[config.mk]
export PLATFORM = sky130hd
export DESIGN_NAME = ctp_sqrt
export DESIGN_NICKNAME = d
export VERILOG_FILES = /design/src/rtl/ctp_pkg.sv /design/src/rtl/ctp_sqrt.sv
export SDC_FILE = /design/constraint.sdc
export NUM_CORES = 2
export LEC_CHECK = 0
export BUFFER_PORTS_ARGS = -buffer_cell sky130_fd_sc_hd__buf_4
export CAP_MARGIN = 5
export CORE_MARGIN = 2
export CORE_UTILIZATION = 50
export CTS_BUF_LIST = sky130_fd_sc_hd__clkbuf_4
export DETAILED_ROUTE_END_ITERATION = 12
export GPL_TIMING_DRIVEN = 0
export PLACE_DENSITY = 0.65
export SLEW_MARGIN = 20
export SYNTH_ARGS = -nofsm -noshare
export SYNTH_HDL_FRONTEND = slang
export SYNTH_SLANG_ARGS = --single-unit
[constraint.sdc]
create_clock -name i_clk -period 17.7 [get_ports i_clk]
set_input_delay 1.77 -clock i_clk [delete_from_list [all_inputs] [get_ports i_clk]]
set_output_delay 1.77 -clock i_clk [all_outputs]
set_load 0.05 [all_outputs]
[src/rtl/ctp_pkg.sv]
`default_nettype none

package ctp_pkg;

    // Sample and result widths.
    localparam int SAMPLE_WIDTH = 16;
    localparam int ANGLE_STEPS  = 16;
    localparam int MAG_W        = 16;
    localparam int PHASE_W      = 16;

    // Internal widths: exact sum of squares, CORDIC vector with growth headroom,
    // and the 32-bit angle accumulator where 2^31 stands for pi.
    localparam int SUM_W = 2 * SAMPLE_WIDTH;
    localparam int XY_W  = SAMPLE_WIDTH + 3;
    localparam int Z_W   = 32;

    localparam logic [Z_W-1:0] Z_PI   = Z_W'(1) << (Z_W - 1);
    localparam logic [Z_W-1:0] Z_HALF = Z_W'(1) << (Z_W - PHASE_W - 1);

    // Pipeline depths of the two datapaths; the shorter one is padded to match.
    localparam int SQRT_DEPTH   = 2 + SAMPLE_WIDTH;
    localparam int CORDIC_DEPTH = 2 + ANGLE_STEPS;
    localparam int CORE_DEPTH   = (SQRT_DEPTH > CORDIC_DEPTH) ? SQRT_DEPTH : CORDIC_DEPTH;

    // Arctangent of 2^-i in units where 2^31 stands for pi.
    localparam int ATAN_ENTRIES = 32;
    localparam logic [Z_W-1:0] ATAN_UNITS [ATAN_ENTRIES] = '{
        32'h20000000, 32'h12E4051E, 32'h09FB385B, 32'h051111D4,
        32'h028B0D43, 32'h0145D7E1, 32'h00A2F61E, 32'h00517C55,
        32'h0028BE53, 32'h00145F2F, 32'h000A2F98, 32'h000517CC,
        32'h00028BE6, 32'h000145F3, 32'h0000A2FA, 32'h0000517D,
        32'h000028BE, 32'h0000145F, 32'h00000A30, 32'h00000518,
        32'h0000028C, 32'h00000146, 32'h000000A3, 32'h00000051,
        32'h00000029, 32'h00000014, 32'h0000000A, 32'h00000005,
        32'h00000003, 32'h00000001, 32'h00000001, 32'h00000000
    };

    // Result of each datapath as it leaves its pipeline.
    typedef struct packed {
        logic                    valid;
        logic [SAMPLE_WIDTH-1:0] value;
    } t_mag_res;

    typedef struct packed {
        logic               valid;
        logic [PHASE_W-1:0] value;
    } t_phase_res;

endpackage

`default_nettype wire

[src/rtl/ctp_sqrt.sv]
`default_nettype none

module ctp_sqrt (
    input  logic                                    i_clk,
    input  logic                                    i_rst_n,
    input  logic                                    i_valid,
    input  logic signed [ctp_pkg::SAMPLE_WIDTH-1:0] i_re,
    input  logic signed [ctp_pkg::SAMPLE_WIDTH-1:0] i_im,
    output ctp_pkg::t_mag_res                       o_res
);
    import ctp_pkg::*;

    localparam int Steps = SAMPLE_WIDTH;
    localparam int Pad   = CORE_DEPTH - SQRT_DEPTH;

    logic signed [SUM_W-1:0] n_sq_re;
    logic signed [SUM_W-1:0] n_sq_im;
    logic [SUM_W-1:0]        r_sq_re;
    logic [SUM_W-1:0]        r_sq_im;
    logic                    r_sq_valid;
    logic [SUM_W-1:0]        r_sum;
    logic                    r_sum_valid;
    logic [SUM_W-1:0]        r_rem      [Steps];
    logic [SUM_W-1:0]        r_root     [Steps];
    logic                    r_it_valid [Steps];
    t_mag_res                w_round;

    // Squares are taken on the signed samples; the products are never negative.
    assign n_sq_re = SUM_W'(i_re) * SUM_W'(i_re);
    assign n_sq_im = SUM_W'(i_im) * SUM_W'(i_im);

    // Control bits of the square and sum stages.
    always_ff @(posedge i_clk) begin
        if (!i_rst_n) begin
            r_sq_valid  <= 1'b0;
            r_sum_valid <= 1'b0;
        end else begin
            r_sq_valid  <= i_valid;
            r_sum_valid <= r_sq_valid;
        end
    end

    // Square and sum payload registers.
    always_ff @(posedge i_clk) begin
        if (i_valid) begin
            r_sq_re <= n_sq_re;
            r_sq_im <= n_sq_im;
        end
        if (r_sq_valid) begin
            r_sum <= r_sq_re + r_sq_im;
        end
    end

    // One root bit per stage: restoring square root over bit pairs.
    for (genvar j = 0; j < Steps; j++) begin : g_step
        localparam logic [SUM_W-1:0] Bit = SUM_W'(1) << (SUM_W - 2 - 2 * j);

        logic [SUM_W-1:0] w_rem;
        logic [SUM_W-1:0] w_root;
        logic             w_valid;
        logic [SUM_W-1:0] w_try;
        logic             w_take;
        logic [SUM_W-1:0] n_rem;
        logic [SUM_W-1:0] n_root;

        if (j == 0) begin : g_first
            assign w_rem   = r_sum;
            assign w_root  = '0;
            assign w_valid = r_sum_valid;
        end else begin : g_next
            assign w_rem   = r_rem[j-1];
            assign w_root  = r_root[j-1];
            assign w_valid = r_it_valid[j-1];
        end

        assign w_try  = w_root + Bit;
        assign w_take = (w_rem >= w_try);
        assign n_rem  = w_take ? (w_rem - w_try) : w_rem;
        assign n_root = w_take ? ((w_root >> 1) + Bit) : (w_root >> 1);

        always_ff @(posedge i_clk) begin
            if (!i_rst_n) begin
                r_it_valid[j] <= 1'b0;
            end else begin
                r_it_valid[j] <= w_valid;
            end
        end

        always_ff @(posedge i_clk) begin
            if (w_valid) begin
                r_rem[j]  <= n_rem;
                r_root[j] <= n_root;
            end
        end
    end

    // Round to nearest: step up when the remainder exceeds the root.
    always_comb begin
        w_round.valid = r_it_valid[Steps-1];
        w_round.value = r_root[Steps-1][SAMPLE_WIDTH-1:0]
                      + SAMPLE_WIDTH'(r_rem[Steps-1] > r_root[Steps-1]);
    end

    // Delay line that lines this path up with the phase path.
    if (Pad == 0) begin : g_no_pad
        assign o_res = w_round;
    end else begin : g_pad
        logic                    r_pad_valid [Pad];
        logic [SAMPLE_WIDTH-1:0] r_pad_value [Pad];

        always_ff @(posedge i_clk) begin
            if (!i_rst_n) begin
                for (int k = 0; k < Pad; k++) begin
                    r_pad_valid[k] <= 1'b0;
                end
            end else begin
                r_pad_valid[0] <= w_round.valid;
                for (int k = 1; k < Pad; k++) begin
                    r_pad_valid[k] <= r_pad_valid[k-1];
                end
            end
        end

        always_ff @(posedge i_clk) begin
            r_pad_value[0] <= w_round.value;
            for (int k = 1; k < Pad; k++) begin
                r_pad_value[k] <= r_pad_value[k-1];
            end
        end

        assign o_res = '{valid: r_pad_valid[Pad-1], value: r_pad_value[Pad-1]};
    end

endmodule

`default_nettype wire

[Word-level counts from Yosys, hierarchy flattened]
Memory sizes are Yosys's and may differ from the RTL's.
Index checks and enable logic that the tools add are counted.
Word-level totals
  register bits: 98
  RAM bits: 1040
  input bits: 35
  output and inout port bits: 17
  memories kept: 3
Operators by class
  $add $sub $neg: 48
  $mul: 2
  order comparisons: 17
  mux-type cells: 82
  bitwise logic cells: 16
Memories
  r_rem: depth 16, bits a word 32, read ports 16, clocked after memory_dff 0, wr ports 16, RTL line ctp_sqrt.sv:23  | logic [SUM_W-1:0] r_rem [Steps];
  r_root: depth 16, bits a word 32, read ports 16, clocked after memory_dff 0, wr ports 16, RTL line ctp_sqrt.sv:24  | logic [SUM_W-1:0] r_root [Steps];
  r_it_valid: depth 16, bits a word 1, read ports 16, clocked after memory_dff 0, wr ports 16, RTL line ctp_sqrt.sv:25  | logic r_it_valid [Steps];
Operators with widths (count)
  $mux W32: 31
  $ge A32 B32 Y1: 15
  $sub A32 B32 Y32: 15
  $mul A16 B16 Y32: 2
  $mux W1: 50
  $add A31 B1 Y32 const B: 1
  $add A31 B11 Y32 const B: 1
  $add A31 B13 Y32 const B: 1
  $add A31 B15 Y32 const B: 1
  $add A31 B17 Y32 const B: 1
  $add A31 B19 Y32 const B: 1
  $add A31 B21 Y32 const B: 1
  $add A31 B23 Y32 const B: 1
  $add A31 B25 Y32 const B: 1
  $add A31 B27 Y32 const B: 1
  $add A31 B29 Y32 const B: 1
  $add A31 B3 Y32 const B: 1
  $add A31 B5 Y32 const B: 1
  $add A31 B7 Y32 const B: 1
  $add A31 B9 Y32 const B: 1
  $add A32 B1 Y32 const B: 1
  $add A32 B11 Y32 const B: 1
  $add A32 B13 Y32 const B: 1
  $add A32 B15 Y32 const B: 1
  18 further kinds: 33

[Depth between registers and ports, before layout]
An unclocked memory read counts as a cell.
  depth after elaboration: 4
  mapped depth: 24
  mapped depth without buffers: 24

[Worst setup path after synthesis]
No wires, ideal clock.
  kind: input-to-reg
  from: in i_im[1] (netlist name)
  to: reg r_sq_im[31], data pin
  setup time: 0.258 ns
  arrival: 7.721 ns
  required time: 17.442 ns
  path slack: 9.722 ns
  stages: 21
  cell sequence: clkbuf_1 clkbuf_1 nand2_1 fa_1 fa_1 fa_1 inv_1 fa_1 fa_1 inv_1 fa_1 inv_1 ha_1 nand2_1 nor2_1 nor4b_1 nor2_1 o311ai_0 nand3_1 a31o_2 xnor2_1
On the way
  word-level cells in the longest chain between the ends: 1
RTL lines
  from (decl): RTL line ctp_sqrt.sv:8  | input logic signed [ctp_pkg::SAMPLE_WIDTH-1:0] i_im,
  $mul A16 B16 Y32: RTL line ctp_sqrt.sv:30  | assign n_sq_im = SUM_W'(i_im) * SUM_W'(i_im);
  net n_sq_im[31]: RTL line ctp_sqrt.sv:17  | logic signed [SUM_W-1:0] n_sq_im;
  to (signal assigned): RTL line ctp_sqrt.sv:47  | r_sq_im <= n_sq_im;
  to (decl): RTL line ctp_sqrt.sv:19  | logic [SUM_W-1:0] r_sq_im;
The timed path passes the listed nets, and every way through them passes these cells.
A chain may end at the register's enable or synchronous reset.

[Worst setup path in the final report]
  from: in i_im[5] (netlist name)
  to: reg r_sq_im[31], data pin
The elaborated chain is that of the path after synthesis.

==> impl_metrics.py <==
metrics = {
    "run_status": {
        "status": "complete, no violations",
    },
    "clocking": {
        "holdBufCountCts": 0,
        "root_buffer": "clkbuf_4",
        "worst_skew_pair.late_latency_ps": 970,
        "cts_tree": "yes",
        "cts_setup_buffers": 0,
        "cts.reportedPaths.clkPinSlew_ps": 70,
        "cts-resized-gates": 0,
        "cts_buffers": 186,
        "clock-sinks": 760,
        "clock_path_buffers": 3,
        "cts-htree-levels": 4,
    },
    "global_route": {
        "overflow": 0,
        "grt_usage_pct": 20.60,
        "grt_antenna_before_repair": 3,
        "first_global_vias": 36070,
        "grt_first_pass_wirelength_mm": 176.7,
        "grt_max_degree": 64,
    },
    "critical_path": {
        "worstReg2RegEnd": "r_rem[1][235]",
        "cp_top_family": "adder cells",
        "critPathLaunchType": "input port",
        "crit_path_end_kind": "register",
        "cp_max_fo": 10,
        "worstSetupPathDepth": 21,
        "reg2reg_slack_ps": 13600,
        "crit_path_start": "i_im[5]",
        "worst_ep_arrival_time_ps": 9060,
        "cp_num_buf_inv": 5,
        "path_class": "input port to register",
        "r2r_start": "r_rem[1][194]",
        "endpoint": "r_sq_im[31]",
        "slowest_stage": "o311ai_1",
        "worstRegToRegCells": 13,
        "cpPeakStageDelay_ps": 830,
        "crit_chain": "clkbuf_1 -> clkbuf_1 -> nand2_1 -> fa_1 -> fa_1 -> fa_1 -> inv_1 -> fa_1 -> fa_1 -> inv_1 -> fa_1 -> inv_1 -> ha_1 -> nand2_1 -> nor2_1 -> nor4b_1 -> nor2_1 -> o311ai_1 -> nand3_1 -> a31o_2 -> xnor2_1",
        "cp.required_ps": 18340,
        "crit_top_cell": "fa_1",
    },
    "yosys": {
        "synth_edf_count": 742,
        "synth_compound_area_share_pct": 7.428,
        "synth_cell_types": 81,
        "synth_flop_cell": "edfxtp_1",
        "synth_top_area_share_pct": 41.81,
        "synthesis.area_sq_mm": 0.05329,
        "synth-simple-area-share_pct": 10.69,
        "seq_area_frac_synth_pct": 42.49,
        "synth_warnings": 0,
        "synth_xor_area_share_pct": 5.621,
        "synthMuxAreaShare_pct": 0.5541,
        "yosysTopAreaCell": "edfxtp_1",
        "synthAdderAreaFrac_pct": 26.56,
        "synth_cells": 4665,
        "async_reset_ff_share_pct": 0,
        "synth.area.top_cells": "edfxtp_1, fa_1, ha_1, inv_1, xnor2_1",
        "syn_nets": 5550,
        "synth_top_family_by_area": "adder cells",
        "synth_seq_cells": 760,
        "avgSynthCellArea_sq_um": 11.42,
    },
    "sta": {
        "relSlewSlack_pct": 29.57,
        "max_freq_mhz": 118.9,
        "hold_viol_final": 0,
        "skew_ps": 68.36,
        "tightest_slew_ps": 1042,
        "rsz0062_at_grt": "false",
        "period_minus_slack_ps": 8413,
        "slew_viol_final": 0,
        "setup-violations-final": 0,
        "finalSetupTns_ps": 0,
        "min_period_over_period_pct": 47.53,
    },
    "flow_run": {
        "drv_cap": 0,
    },
    "cells_and_area": {
        "n_fill_cell": 9001,
        "fin_nets": 5799,
        "area_growth_pct": 8.978,
        "final_cells": 6453,
        "final_common_cell": "inv_1",
        "drive_gt1_share_pct": 8.539,
        "mostFrequentLayoutCells": "inv_1, edfxtp_1, fa_1",
        "design_area_sq_mm": 0.05808,
        "multi_input_area_sq_mm": 0.02711,
        "regArea_sq_mm": 0.02266,
        "utilization_pct": 55.02,
    },
    "detailed_routing": {
        "wl_per_cell_um": 16.70,
        "vias_per_cell": 5.220,
        "vias": 33690,
        "firstDrtPassIters": 7,
        "routed_wl_mm": 107.7,
        "drc": 0,
        "antenna_left": 0,
        "first_iter_violations": 1417,
    },
    "die": {
        "die_area_sq_mm": 0.1092,
        "fp.dieW_um": 330.5,
        "row_count": 119,
        "dieHeight_um": 330.5,
        "core_area_sq_mm": 0.1056,
        "start_util_pct": 50.48,
        "ios": 52,
    },
    "placed_design": {
        "port_buffers": 50,
        "placed_area_sq_mm": 0.05565,
        "place.gp.congestion": 0.8877,
        "placed_cells": 6117,
        "dp_hpwl_mm": 87.39,
    },
    "hold_path": {
        "hp-class": "register to register",
    },
    "power": {
        "p_comb_share_pct": 62.1,
        "pwr-share-clk_pct": 13.7,
        "p_sw_share_pct": 43.10,
        "intPower_uw": 6036,
        "p_leak_uw": 0.02510,
        "vdd_ir_drop_max_uv": 726.8,
        "power_density_mw_per_mm2": 182.7,
        "seq_power_share_pct": 24.2,
        "switching_power_uw": 4572,
    },
}
-- power by group through the flow --
stage	clock [uW]	combinational, uW	sequential, uW
3_5_place_dp	0	6620	2610
5_1_grt	1600	7510	2580
3_3_place_gp	0	6580	2610
2_1_floorplan	0	4920	2540
6_report	1450	6580	2570
4_1_cts	1510	6700	2580
-- routing by layer --
layer	routed length [um]	GRT usage [%]
met1	41020	22.59
met2	58290	38.75
met3	4222	3.192
met4	4221	9.738
met5	0	0
-- metrics by stage --
| stage | total power (uW) | worst slack (ps) | hold WS (ps) |
|---|---|---|---|
| CTS | 10780 | 9501 | 388.7 |
| finish | 10610 | 9287 | 394.7 |
| floorplan | 7460 | 9722 | 416.6 |
| global route | 11680 | 9074 | 412.5 |
| global placement | 9194 | 8039 | 427.1 |
| detailed placement | 9234 | 8407 | 428.9 |
-- worst register-to-register path, cell delays in order (launching register included) --
cell and delay, ps:
edfxtp_1 400, ha_1 370, nor2b_1 150, o21ai_1 150
a21oi_1 140, o31ai_1 500, a21oi_1 260, o2111ai_1 290
and2_1 230, clkbuf_1 270, clkinv_1 420, clkbuf_1 380
nor2_1 160, a21oi_1 50
-- worst min path at each step --
| stage | startpoint | end | slack [ps] | cells past startpoint |
|---|---|---|---|---|
| floorplan | r_rem[0][164] | r_rem[0][196] | 420 | 0 |
| global placement | r_rem[1][128] | r_rem[1][160] | 430 | 0 |
| detailed placement | r_rem[1][129] | r_rem[1][161] | 430 | 0 |
| CTS | r_root[1][200] | r_root[1][231] | 390 | 0 |
| global route | r_root[0][90] | r_root[0][121] | 410 | 0 |
| finish | r_rem[0][161] | r_rem[0][193] | 390 | 0 |
-- logic make-up after synthesis --
family                   Yosys count
adder cells (fa/ha/maj)          850
AO/OA/AOI/OAI                    618
AND/OR/NAND/NOR                 1131
XOR/XNOR                         342
multiplexers                      26
buffers and inverters            938
flip-flops                       760
-- layout make-up --
| type | instances | area share (%) |
|---|---|---|
| Antenna cell | 3 | 0.01293 |
| Buffer | 81 | 0.5666 |
| Clock buffer | 275 | 3.555 |
| Clock inverter | 58 | 0.6011 |
| Inverter | 857 | 5.539 |
| Multi-Input combinational cell | 2967 | 46.68 |
| Sequential cell | 760 | 39.02 |
| Tap cell | 1391 | 2.997 |
| Timing Repair Buffer | 61 | 1.025 |
-- sequential cells by signal, indices dropped and copies added (netlist names) --
| register | flops |
|---|---|
| g_step.w_rem | 32 |
| r_root | 136 |
| r_sq_im | 31 |
| r_rem | 512 |
| r_sq_valid | 1 |
| r_sq_re | 31 |
| g_step.w_valid | 1 |
| r_it_valid | 16 |
-- cell usage after synthesis (all sizes together), types with 22 or more instances --
master and instances:
nand3 46, nand4 33, o21a 59, xor2 127
or3 24, nor2b 40, nand2b 37, nand2 332
a21oi 161, ha 381, nor4 89, o21ai 151
edfxtp 742, a211oi 25, a21o 81, clkbuf 70
inv 854, fa 469, nor3 101, and2 98
xnor2 215, nor2 219, mux2 22, o31ai 29
Power figures use the tool's default switching activity.
