### src/rtl/ctp_pkg.sv
`default_nettype none

package ctp_pkg;

    // Sample and result widths.
    localparam int SAMPLE_WIDTH = 16;
    localparam int ANGLE_STEPS  = 16;
    localparam int MAG_W        = 16;
    localparam int PHASE_W      = 16;

    // Internal widths: exact sum of squares, CORDIC vector with growth headroom,
    // and the 32-bit angle accumulator where 2^31 stands for pi.
    localparam int SUM_W = 2 * SAMPLE_WIDTH;
    localparam int XY_W  = SAMPLE_WIDTH + 3;
    localparam int Z_W   = 32;

    localparam logic [Z_W-1:0] Z_PI   = Z_W'(1) << (Z_W - 1);
    localparam logic [Z_W-1:0] Z_HALF = Z_W'(1) << (Z_W - PHASE_W - 1);

    // Pipeline depths of the two datapaths; the shorter one is padded to match.
    localparam int SQRT_DEPTH   = 2 + SAMPLE_WIDTH;
    localparam int CORDIC_DEPTH = 2 + ANGLE_STEPS;
    localparam int CORE_DEPTH   = (SQRT_DEPTH > CORDIC_DEPTH) ? SQRT_DEPTH : CORDIC_DEPTH;

    // Arctangent of 2^-i in units where 2^31 stands for pi.
    localparam int ATAN_ENTRIES = 32;
    localparam logic [Z_W-1:0] ATAN_UNITS [ATAN_ENTRIES] = '{
        32'h20000000, 32'h12E4051E, 32'h09FB385B, 32'h051111D4,
        32'h028B0D43, 32'h0145D7E1, 32'h00A2F61E, 32'h00517C55,
        32'h0028BE53, 32'h00145F2F, 32'h000A2F98, 32'h000517CC,
        32'h00028BE6, 32'h000145F3, 32'h0000A2FA, 32'h0000517D,
        32'h000028BE, 32'h0000145F, 32'h00000A30, 32'h00000518,
        32'h0000028C, 32'h00000146, 32'h000000A3, 32'h00000051,
        32'h00000029, 32'h00000014, 32'h0000000A, 32'h00000005,
        32'h00000003, 32'h00000001, 32'h00000001, 32'h00000000
    };

    // Result of each datapath as it leaves its pipeline.
    typedef struct packed {
        logic                    valid;
        logic [SAMPLE_WIDTH-1:0] value;
    } t_mag_res;

    typedef struct packed {
        logic               valid;
        logic [PHASE_W-1:0] value;
    } t_phase_res;

endpackage

`default_nettype wire

### src/rtl/ctp_cordic.sv
`default_nettype none

module ctp_cordic (
    input  logic                                    i_clk,
    input  logic                                    i_rst_n,
    input  logic                                    i_valid,
    input  logic signed [ctp_pkg::SAMPLE_WIDTH-1:0] i_re,
    input  logic signed [ctp_pkg::SAMPLE_WIDTH-1:0] i_im,
    output ctp_pkg::t_phase_res                     o_res
);
    import ctp_pkg::*;

    localparam int Steps = ANGLE_STEPS;
    localparam int Pad   = CORE_DEPTH - CORDIC_DEPTH;

    logic signed [XY_W-1:0] w_re_ext;
    logic signed [XY_W-1:0] w_im_ext;
    logic                   w_neg;
    logic signed [XY_W-1:0] n_x0;
    logic signed [XY_W-1:0] n_y0;
    logic [Z_W-1:0]         n_z0;
    logic                   n_zero0;
    logic signed [XY_W-1:0] r_x0;
    logic signed [XY_W-1:0] r_y0;
    logic [Z_W-1:0]         r_z0;
    logic                   r_zero0;
    logic                   r_pre_valid;
    logic signed [XY_W-1:0] r_x        [Steps-1];
    logic signed [XY_W-1:0] r_y        [Steps-1];
    logic [Z_W-1:0]         r_z        [Steps];
    logic                   r_zero     [Steps];
    logic                   r_it_valid [Steps];
    logic [Z_W-1:0]         w_z_round;
    logic [PHASE_W-1:0]     n_phase;
    logic [PHASE_W-1:0]     r_phase;
    logic                   r_phase_valid;
    t_phase_res             w_final;

    // Fold the left half-plane into the right one and start the angle at pi.
    assign w_re_ext = XY_W'(i_re);
    assign w_im_ext = XY_W'(i_im);
    assign w_neg    = i_re[SAMPLE_WIDTH-1];
    assign n_x0     = w_neg ? -w_re_ext : w_re_ext;
    assign n_y0     = w_neg ? -w_im_ext : w_im_ext;
    assign n_z0     = w_neg ? Z_PI : '0;
    assign n_zero0  = (i_re == '0) && (i_im == '0);

    always_ff @(posedge i_clk) begin
        if (!i_rst_n) begin
            r_pre_valid <= 1'b0;
        end else begin
            r_pre_valid <= i_valid;
        end
    end

    always_ff @(posedge i_clk) begin
        if (i_valid) begin
            r_x0    <= n_x0;
            r_y0    <= n_y0;
            r_z0    <= n_z0;
            r_zero0 <= n_zero0;
        end
    end

    // One micro-rotation per stage, driving y toward zero.
    for (genvar j = 0; j < Steps; j++) begin : g_step
        logic signed [XY_W-1:0] w_y;
        logic [Z_W-1:0]         w_z;
        logic                   w_zero;
        logic                   w_valid;
        logic [Z_W-1:0]         n_z;

        if (j == 0) begin : g_first
            assign w_y     = r_y0;
            assign w_z     = r_z0;
            assign w_zero  = r_zero0;
            assign w_valid = r_pre_valid;
        end else begin : g_next
            assign w_y     = r_y[j-1];
            assign w_z     = r_z[j-1];
            assign w_zero  = r_zero[j-1];
            assign w_valid = r_it_valid[j-1];
        end

        assign n_z = w_y[XY_W-1] ? (w_z - ATAN_UNITS[j]) : (w_z + ATAN_UNITS[j]);

        always_ff @(posedge i_clk) begin
            if (!i_rst_n) begin
                r_it_valid[j] <= 1'b0;
            end else begin
                r_it_valid[j] <= w_valid;
            end
        end

        always_ff @(posedge i_clk) begin
            if (w_valid) begin
                r_z[j]    <= n_z;
                r_zero[j] <= w_zero;
            end
        end

        // The vector itself is needed only by the stages that follow.
        if (j < Steps - 1) begin : g_rotate
            logic signed [XY_W-1:0] w_x;
            logic signed [XY_W-1:0] w_dx;
            logic signed [XY_W-1:0] w_dy;
            logic signed [XY_W-1:0] n_x;
            logic signed [XY_W-1:0] n_y;

            if (j == 0) begin : g_first_x
                assign w_x = r_x0;
            end else begin : g_next_x
                assign w_x = r_x[j-1];
            end

            // Arithmetic shifts round toward minus infinity.
            assign w_dx = w_y >>> j;
            assign w_dy = w_x >>> j;
            assign n_x  = w_y[XY_W-1] ? (w_x - w_dx) : (w_x + w_dx);
            assign n_y  = w_y[XY_W-1] ? (w_y + w_dy) : (w_y - w_dy);

            always_ff @(posedge i_clk) begin
                if (w_valid) begin
                    r_x[j] <= n_x;
                    r_y[j] <= n_y;
                end
            end
        end
    end

    // Round the accumulated angle half up to the phase width; zero input gives zero.
    assign w_z_round = r_z[Steps-1] + Z_HALF;
    assign n_phase   = r_zero[Steps-1] ? '0 : w_z_round[Z_W-1 -: PHASE_W];

    always_ff @(posedge i_clk) begin
        if (!i_rst_n) begin
            r_phase_valid <= 1'b0;
        end else begin
            r_phase_valid <= r_it_valid[Steps-1];
        end
    end

    always_ff @(posedge i_clk) begin
        if (r_it_valid[Steps-1]) begin
            r_phase <= n_phase;
        end
    end

    assign w_final = '{valid: r_phase_valid, value: r_phase};

    // Delay line that lines this path up with the magnitude path.
    if (Pad == 0) begin : g_no_pad
        assign o_res = w_final;
    end else begin : g_pad
        logic               r_pad_valid [Pad];
        logic [PHASE_W-1:0] r_pad_value [Pad];

        always_ff @(posedge i_clk) begin
            if (!i_rst_n) begin
                for (int k = 0; k < Pad; k++) begin
                    r_pad_valid[k] <= 1'b0;
                end
            end else begin
                r_pad_valid[0] <= w_final.valid;
                for (int k = 1; k < Pad; k++) begin
                    r_pad_valid[k] <= r_pad_valid[k-1];
                end
            end
        end

        always_ff @(posedge i_clk) begin
            r_pad_value[0] <= w_final.value;
            for (int k = 1; k < Pad; k++) begin
                r_pad_value[k] <= r_pad_value[k-1];
            end
        end

        assign o_res = '{valid: r_pad_valid[Pad-1], value: r_pad_value[Pad-1]};
    end

endmodule

`default_nettype wire

### config.mk
export PLATFORM = sky130hd
export DESIGN_NAME = ctp_cordic
export DESIGN_NICKNAME = d
export VERILOG_FILES = /design/src/rtl/ctp_pkg.sv /design/src/rtl/ctp_cordic.sv
export SDC_FILE = /design/constraint.sdc
export NUM_CORES = 2
export LEC_CHECK = 0
export BUFFER_PORTS_ARGS = -buffer_cell sky130_fd_sc_hd__buf_2
export CAP_MARGIN = 15
export CORE_ASPECT_RATIO = 0.6
export CORE_MARGIN = 2
export CORE_UTILIZATION = 35
export CTS_BUF_LIST = sky130_fd_sc_hd__clkbuf_8 sky130_fd_sc_hd__clkbuf_16
export CTS_CLUSTER_SIZE = 28
export DETAILED_ROUTE_END_ITERATION = 6
export RECOVER_POWER = 100
export SETUP_SLACK_MARGIN = 0.2
export SLEW_MARGIN = 20
export SYNTH_ARGS = -nofsm -noshare
export SYNTH_HDL_FRONTEND = slang
export SYNTH_SLANG_ARGS = --single-unit
export TNS_END_PERCENT = 50
### constraint.sdc
create_clock -name i_clk -period 9.2 [get_ports i_clk]
set_input_delay 0.46 -clock i_clk [delete_from_list [all_inputs] [get_ports i_clk]]
set_output_delay 0.46 -clock i_clk [all_outputs]
set_load 0.01 [all_outputs]
=== Word-level counts from Yosys, hierarchy flattened ===
Memories as Yosys holds them, arrays and structs flattened.
Cells that the tools add are included.
W data, S select, Z words.

* Bits in registers: 89
* Bits in writable memories: 1114
* Input bits: 35
* Logic and storage cells: 225
* Bits in latches: 0
* ROM bits: 0
* Memories: 5

{| class="wikitable"
|+ Memory list
! name !! words !! bits a word !! rd ports !! clocked after Yosys merged registers in !! write ports !! RTL line !! text
|-
| r_z || 16 || 32 || 16 || 0 || 16 || ctp_cordic.sv:30 || <nowiki>logic [Z_W-1:0] r_z [Steps];</nowiki>
|-
| r_x || 15 || 19 || 14 || 0 || 15 || ctp_cordic.sv:28 || <nowiki>logic signed [XY_W-1:0] r_x [Steps-1];</nowiki>
|-
| r_y || 15 || 19 || 15 || 0 || 15 || ctp_cordic.sv:29 || <nowiki>logic signed [XY_W-1:0] r_y [Steps-1];</nowiki>
|-
| r_it_valid || 16 || 1 || 16 || 0 || 16 || ctp_cordic.sv:32 || <nowiki>logic r_it_valid [Steps];</nowiki>
|-
| r_zero || 16 || 1 || 16 || 0 || 16 || ctp_cordic.sv:31 || <nowiki>logic r_zero [Steps];</nowiki>
|}

* Reduce and logical (&&, ||, !) cells: 3
* Bitwise operators: 16
* Equality and inequality tests: 0
* Multiply operators: 0
* Mux-type cells: 99
* Add/sub/neg operators: 94
* Shifts and indexed selects: 0
* Divide/modulo/power cells: 0
* Magnitude comparators: 0

{| class="wikitable"
|+ Operators by type and width
! cell !! number
|-
| $mux W19 || 31
|-
| $mux W32 || 17
|-
| $add A32 B16 Y32 const B || 2
|-
| $mux W1 || 50
|-
| $add A19 B10 Y19 || 2
|-
| $add A19 B11 Y19 || 2
|-
| $add A19 B12 Y19 || 2
|-
| $add A19 B13 Y19 || 2
|-
| $add A19 B14 Y19 || 2
|-
| $add A19 B15 Y19 || 2
|-
| $add A19 B16 Y19 || 2
|-
| $add A19 B17 Y19 || 2
|-
| $add A19 B18 Y19 || 2
|-
| $add A19 B5 Y19 || 2
|-
| $add A19 B6 Y19 || 2
|-
| $add A19 B7 Y19 || 2
|-
| $add A19 B8 Y19 || 2
|-
| $add A19 B9 Y19 || 2
|-
| $neg A16 Y19 || 2
|-
| $sub A19 B10 Y19 || 2
|-
| $sub A19 B11 Y19 || 2
|-
| $sub A19 B12 Y19 || 2
|-
| $sub A19 B13 Y19 || 2
|-
| $sub A19 B14 Y19 || 2
|-
| other kinds (46) || 72
|}

=== Logic depth before layout (Yosys ltp) ===
An unclocked memory read counts as a cell.

* Depth after elaboration: 3
* Gate-level depth with buffers: 17
* Mapped depth without buffers: 16

=== Worst setup path before layout ===
Ideal clock, no wire load.

* Path type: reg-to-reg
* From: memory r_y[0][94] (netlist name)
* To: memory r_y[0][113] (netlist name), data pin
* Period minus slack after synthesis: 3.935 ns
* Path slack: 5.265 ns
* Stages on the path, launching flop included: 15
* Path buffers: 2
* Required time: 8.936 ns
* Arrival: 3.670 ns
* Path through: edfxtp_1 -> clkbuf_1 -> clkbuf_1 -> nor2_1 -> xor2_1 -> ha_1 -> a211oi_1 -> nor2_1 -> o31a_1 -> or2_2 -> a31o_2 -> a21o_1 -> o221a_2 -> o41ai_2 -> xnor2_1

{| class="wikitable"
|+ RTL lines
! element !! RTL line
|-
| start: declaration || ctp_cordic.sv:29
|}

==> results.cfg <==
[status]
status = complete, but fails checks
violations = max-capacitance violations, max-slew violations

[clocking]
clk_latency_ns = 0.75
cts_buffer_depth = 3
path_clk_slew_ns = 0.07
cts_inserted_buffers = 106
root_buffer = clkbuf_16
cts.sinks = 1033
cts_resized = 0
cts_max_level = 3
post_cts_buffers = 0
cts_hold_buf = 3
cts_tree = done

[yosys]
synth_top_area_share_pct = 37.6
synth-edff-count = 1015
ys_seq_area_share_pct = 38.0
ys_types = 86
synth_ff_type = edfxtp_1
avgSynthCellArea_um2 = 9.88
synth_top_area_cell = edfxtp_1
synthTopCellsByArea = edfxtp_1 38%, ha_1 15%, xnor2_1 7.7%
syn_area_um2 = 81100
async_flop_share_pct = 0
synth_cells = 8208
synth-warning-count = 0
synth-seq-cells = 1033

[drt]
wl_per_cell_um = 17.4
vias = 61800
drtIter0Drc = 5833
drt_pass1_iterations = 5
drt-met1-wl_mm = 110
met2_length_mm = 69.0
ant_nets = 0
vias_per_cell = 5.42
highest_layer = met4
drc_errors = 0
dr_wl_met3_mm = 16.6
wl_mm = 198

[setup_path]
startpoint_type = flip-flop
crit_arrival_ns = 7.14
cp_max_fo = 46
path_class = flip-flop to flip-flop
critPathCaptureType = flip-flop
required_ns = 9.63

[floorplanning]
dieHeight_um = 377
fp.dieW_um = 625
coreArea_um2 = 230000
io_pins = 52
initial_core_util_pct = 35.3
rows = 136
dieArea_um2 = 236000

[sta]
worstMarginPinSlew_ns = 3.88
finClkSkew_ns = 0.0856
finalCriticalPeriod_ns = 6.72
finalCritPeriodShare_pct = 73.0
setup_tns_ns = 0
drv_slew = 1676
fmax_mhz = 149
whs_ns = 0.0609
fin_ws_ns = 2.48
hold_viol = 0
finalSetupViolCount = 0
rsz0062_at_grt = no
slew_headroom_pct = -159

[placed_design]
dp_slack_ns = 4.47
globalplace.congestion = 0.905
numPlacedInstances = 11200
portBuffers = 51
dp_hpwl_mm = 156

[global_route]
antenna_found_initial = 3
grt.total_usage_pct = 16.5
grt_pass1_wl_mm = 318
grt_pass1_vias = 57600
grt_max_degree = 72
grt-ovfl-total = 0

[job]
maxCapViolations = 33

[pwr]
p_leak_uw = 0.0355
irDropWorstVdd_v = 0.000170
p_per_area_nw_per_um2 = 133

[layout]
drive_gt1_share_pct = 2.94
final_nets = 9332
syn_to_final_growth_pct = 8.93
stdcell_count = 11400
fillerInstances = 22400

[worst_hold_path]
hp-class = input pin to flip-flop
-- power by group --
part / internal (uW) / switching [uW]
Clock: 2510 / 1960
Combinational: 758 / 1090
Sequential: 5340 / 127
Total: 8610 / 3180
-- registers in the layout, summed over array words and instances (netlist names) --
name and flops:
r_z 425, r_y 267, r_x 251, g_step.g_rotate.w_dx 19, g_step.g_rotate.w_dy 19, r_it_valid 16
r_phase 16, r_zero 16, g_step.w_valid 1, g_step.w_z 1, g_step.w_zero 1, r_phase_valid 1
-- critical path, stage by stage, from the launching register on --
cell	delay, ns
edfxtp_1	0.32
clkbuf_1	1.75
inv_1	1.26
ha_1	0.65
o21a_1	0.14
o311a_1	0.34
o41a_1	0.47
o21ai_0	0.62
o31ai_1	0.25
or4_1	0.42
and3_1	0.17
-- metrics by stage --
step	power, uW	cell area [um2]	util [%]
3_3_place_gp	7330	84900	36.9
3_5_place_dp	7370	84900	36.9
5_1_grt	12300	88300	38.4
6_report	11800	88300	38.4
2_1_floorplan	6870	81100	-
4_1_cts	11900	88500	38.5
-- per-layer routing --
layer / vias up / global-route usage [%]
met3: 171 / 3.56
met2: 1757 / 20.6
met1: 29300 / 27.9
li1: 30500 / -
met4: 0 / 2.33
met5: - / 0
-- synth_stat cells (all sizes together) (39+ instances only) --
master / instances
edfxtp: 1015
ha: 990
a21oi: 730
xnor2: 714
nor2: 712
nand2: 462
o21ai: 423
inv: 401
a21o: 378
xor2: 364
nor3: 245
nand3: 139
nor2b: 123
clkbuf: 118
a31oi: 109
o21a: 104
nand2b: 94
and3: 93
o21bai: 91
a211oi: 63
and2: 58
nand4: 55
or3: 51
o211ai: 44
o31ai: 44
nor4: 40
fa: 39
-- path summary, 6_finish.rpt --
| path | endpoint | start | slack (ns) | depth (start not counted) |
|---|---|---|---|---|
| setup / recovery | r_z[0][191] | r_y[0][94] | 2.48 | 10 |
| hold reg to reg | r_zero[1][7] | r_zero[1][6] | 0.42 | 0 |
| setup reg to reg | r_z[0][191] | r_y[0][94] | 2.48 | 10 |
| hold / removal | g_step[0].g_rotate.w_dy[3] | i_re[3] | 0.06 | 2 |
-- cell families after synthesis --
logic type	Yosys count	share of synthesized area [%]
buffers and inverters	537	2.50
and+or+nand+nor	2179	12.8
xor gates and xnor gates	1078	11.6
DFF	1033	38.0
muxes	56	0.728
other	1	0.00463
adders and majority gates	1029	16.2
AOI/OAI and AO/OA	2295	18.1
-- layout by cell type (no fill, tap or decap), types with 44 or more instances in the layout --
cell type | Yosys | layout
edfxtp_1 | 1015 | 1015
ha_1 | 990 | 990
a21oi_1 | 730 | 730
xnor2_1 | 714 | 714
nor2_1 | 712 | 712
nand2_1 | 462 | 462
o21ai_0 | 414 | 423
inv_1 | 401 | 420
a21o_1 | 378 | 378
xor2_1 | 364 | 364
nor3_1 | 245 | 245
nand3_1 | 139 | 139
nor2b_1 | 123 | 123
a31oi_1 | 109 | 109
clkbuf_16 | 0 | 108
o21a_1 | 104 | 104
nand2b_1 | 94 | 94
and3_1 | 93 | 93
o21bai_1 | 91 | 91
a211oi_1 | 63 | 63
nand4_1 | 55 | 55
clkbuf_1 | 118 | 53
or3_1 | 51 | 51
o211ai_1 | 44 | 44
o31ai_1 | 43 | 44
-- layout make-up --
cell class | instances | area (um2) | area share (%)
multi-input cells | 6640 | 48200 | 54.6
clock buffers | 111 | 2740 | 3.11
well taps | 3036 | 3800 | 4.30
inverters | 404 | 1520 | 1.72
repair buffers | 83 | 364 | 0.412
diodes | 11 | 27.5 | 0.0312
flip-flops and latches | 1033 | 30800 | 34.9
clock inverters | 83 | 840 | 0.951
(Power assumes the default switching activity.)
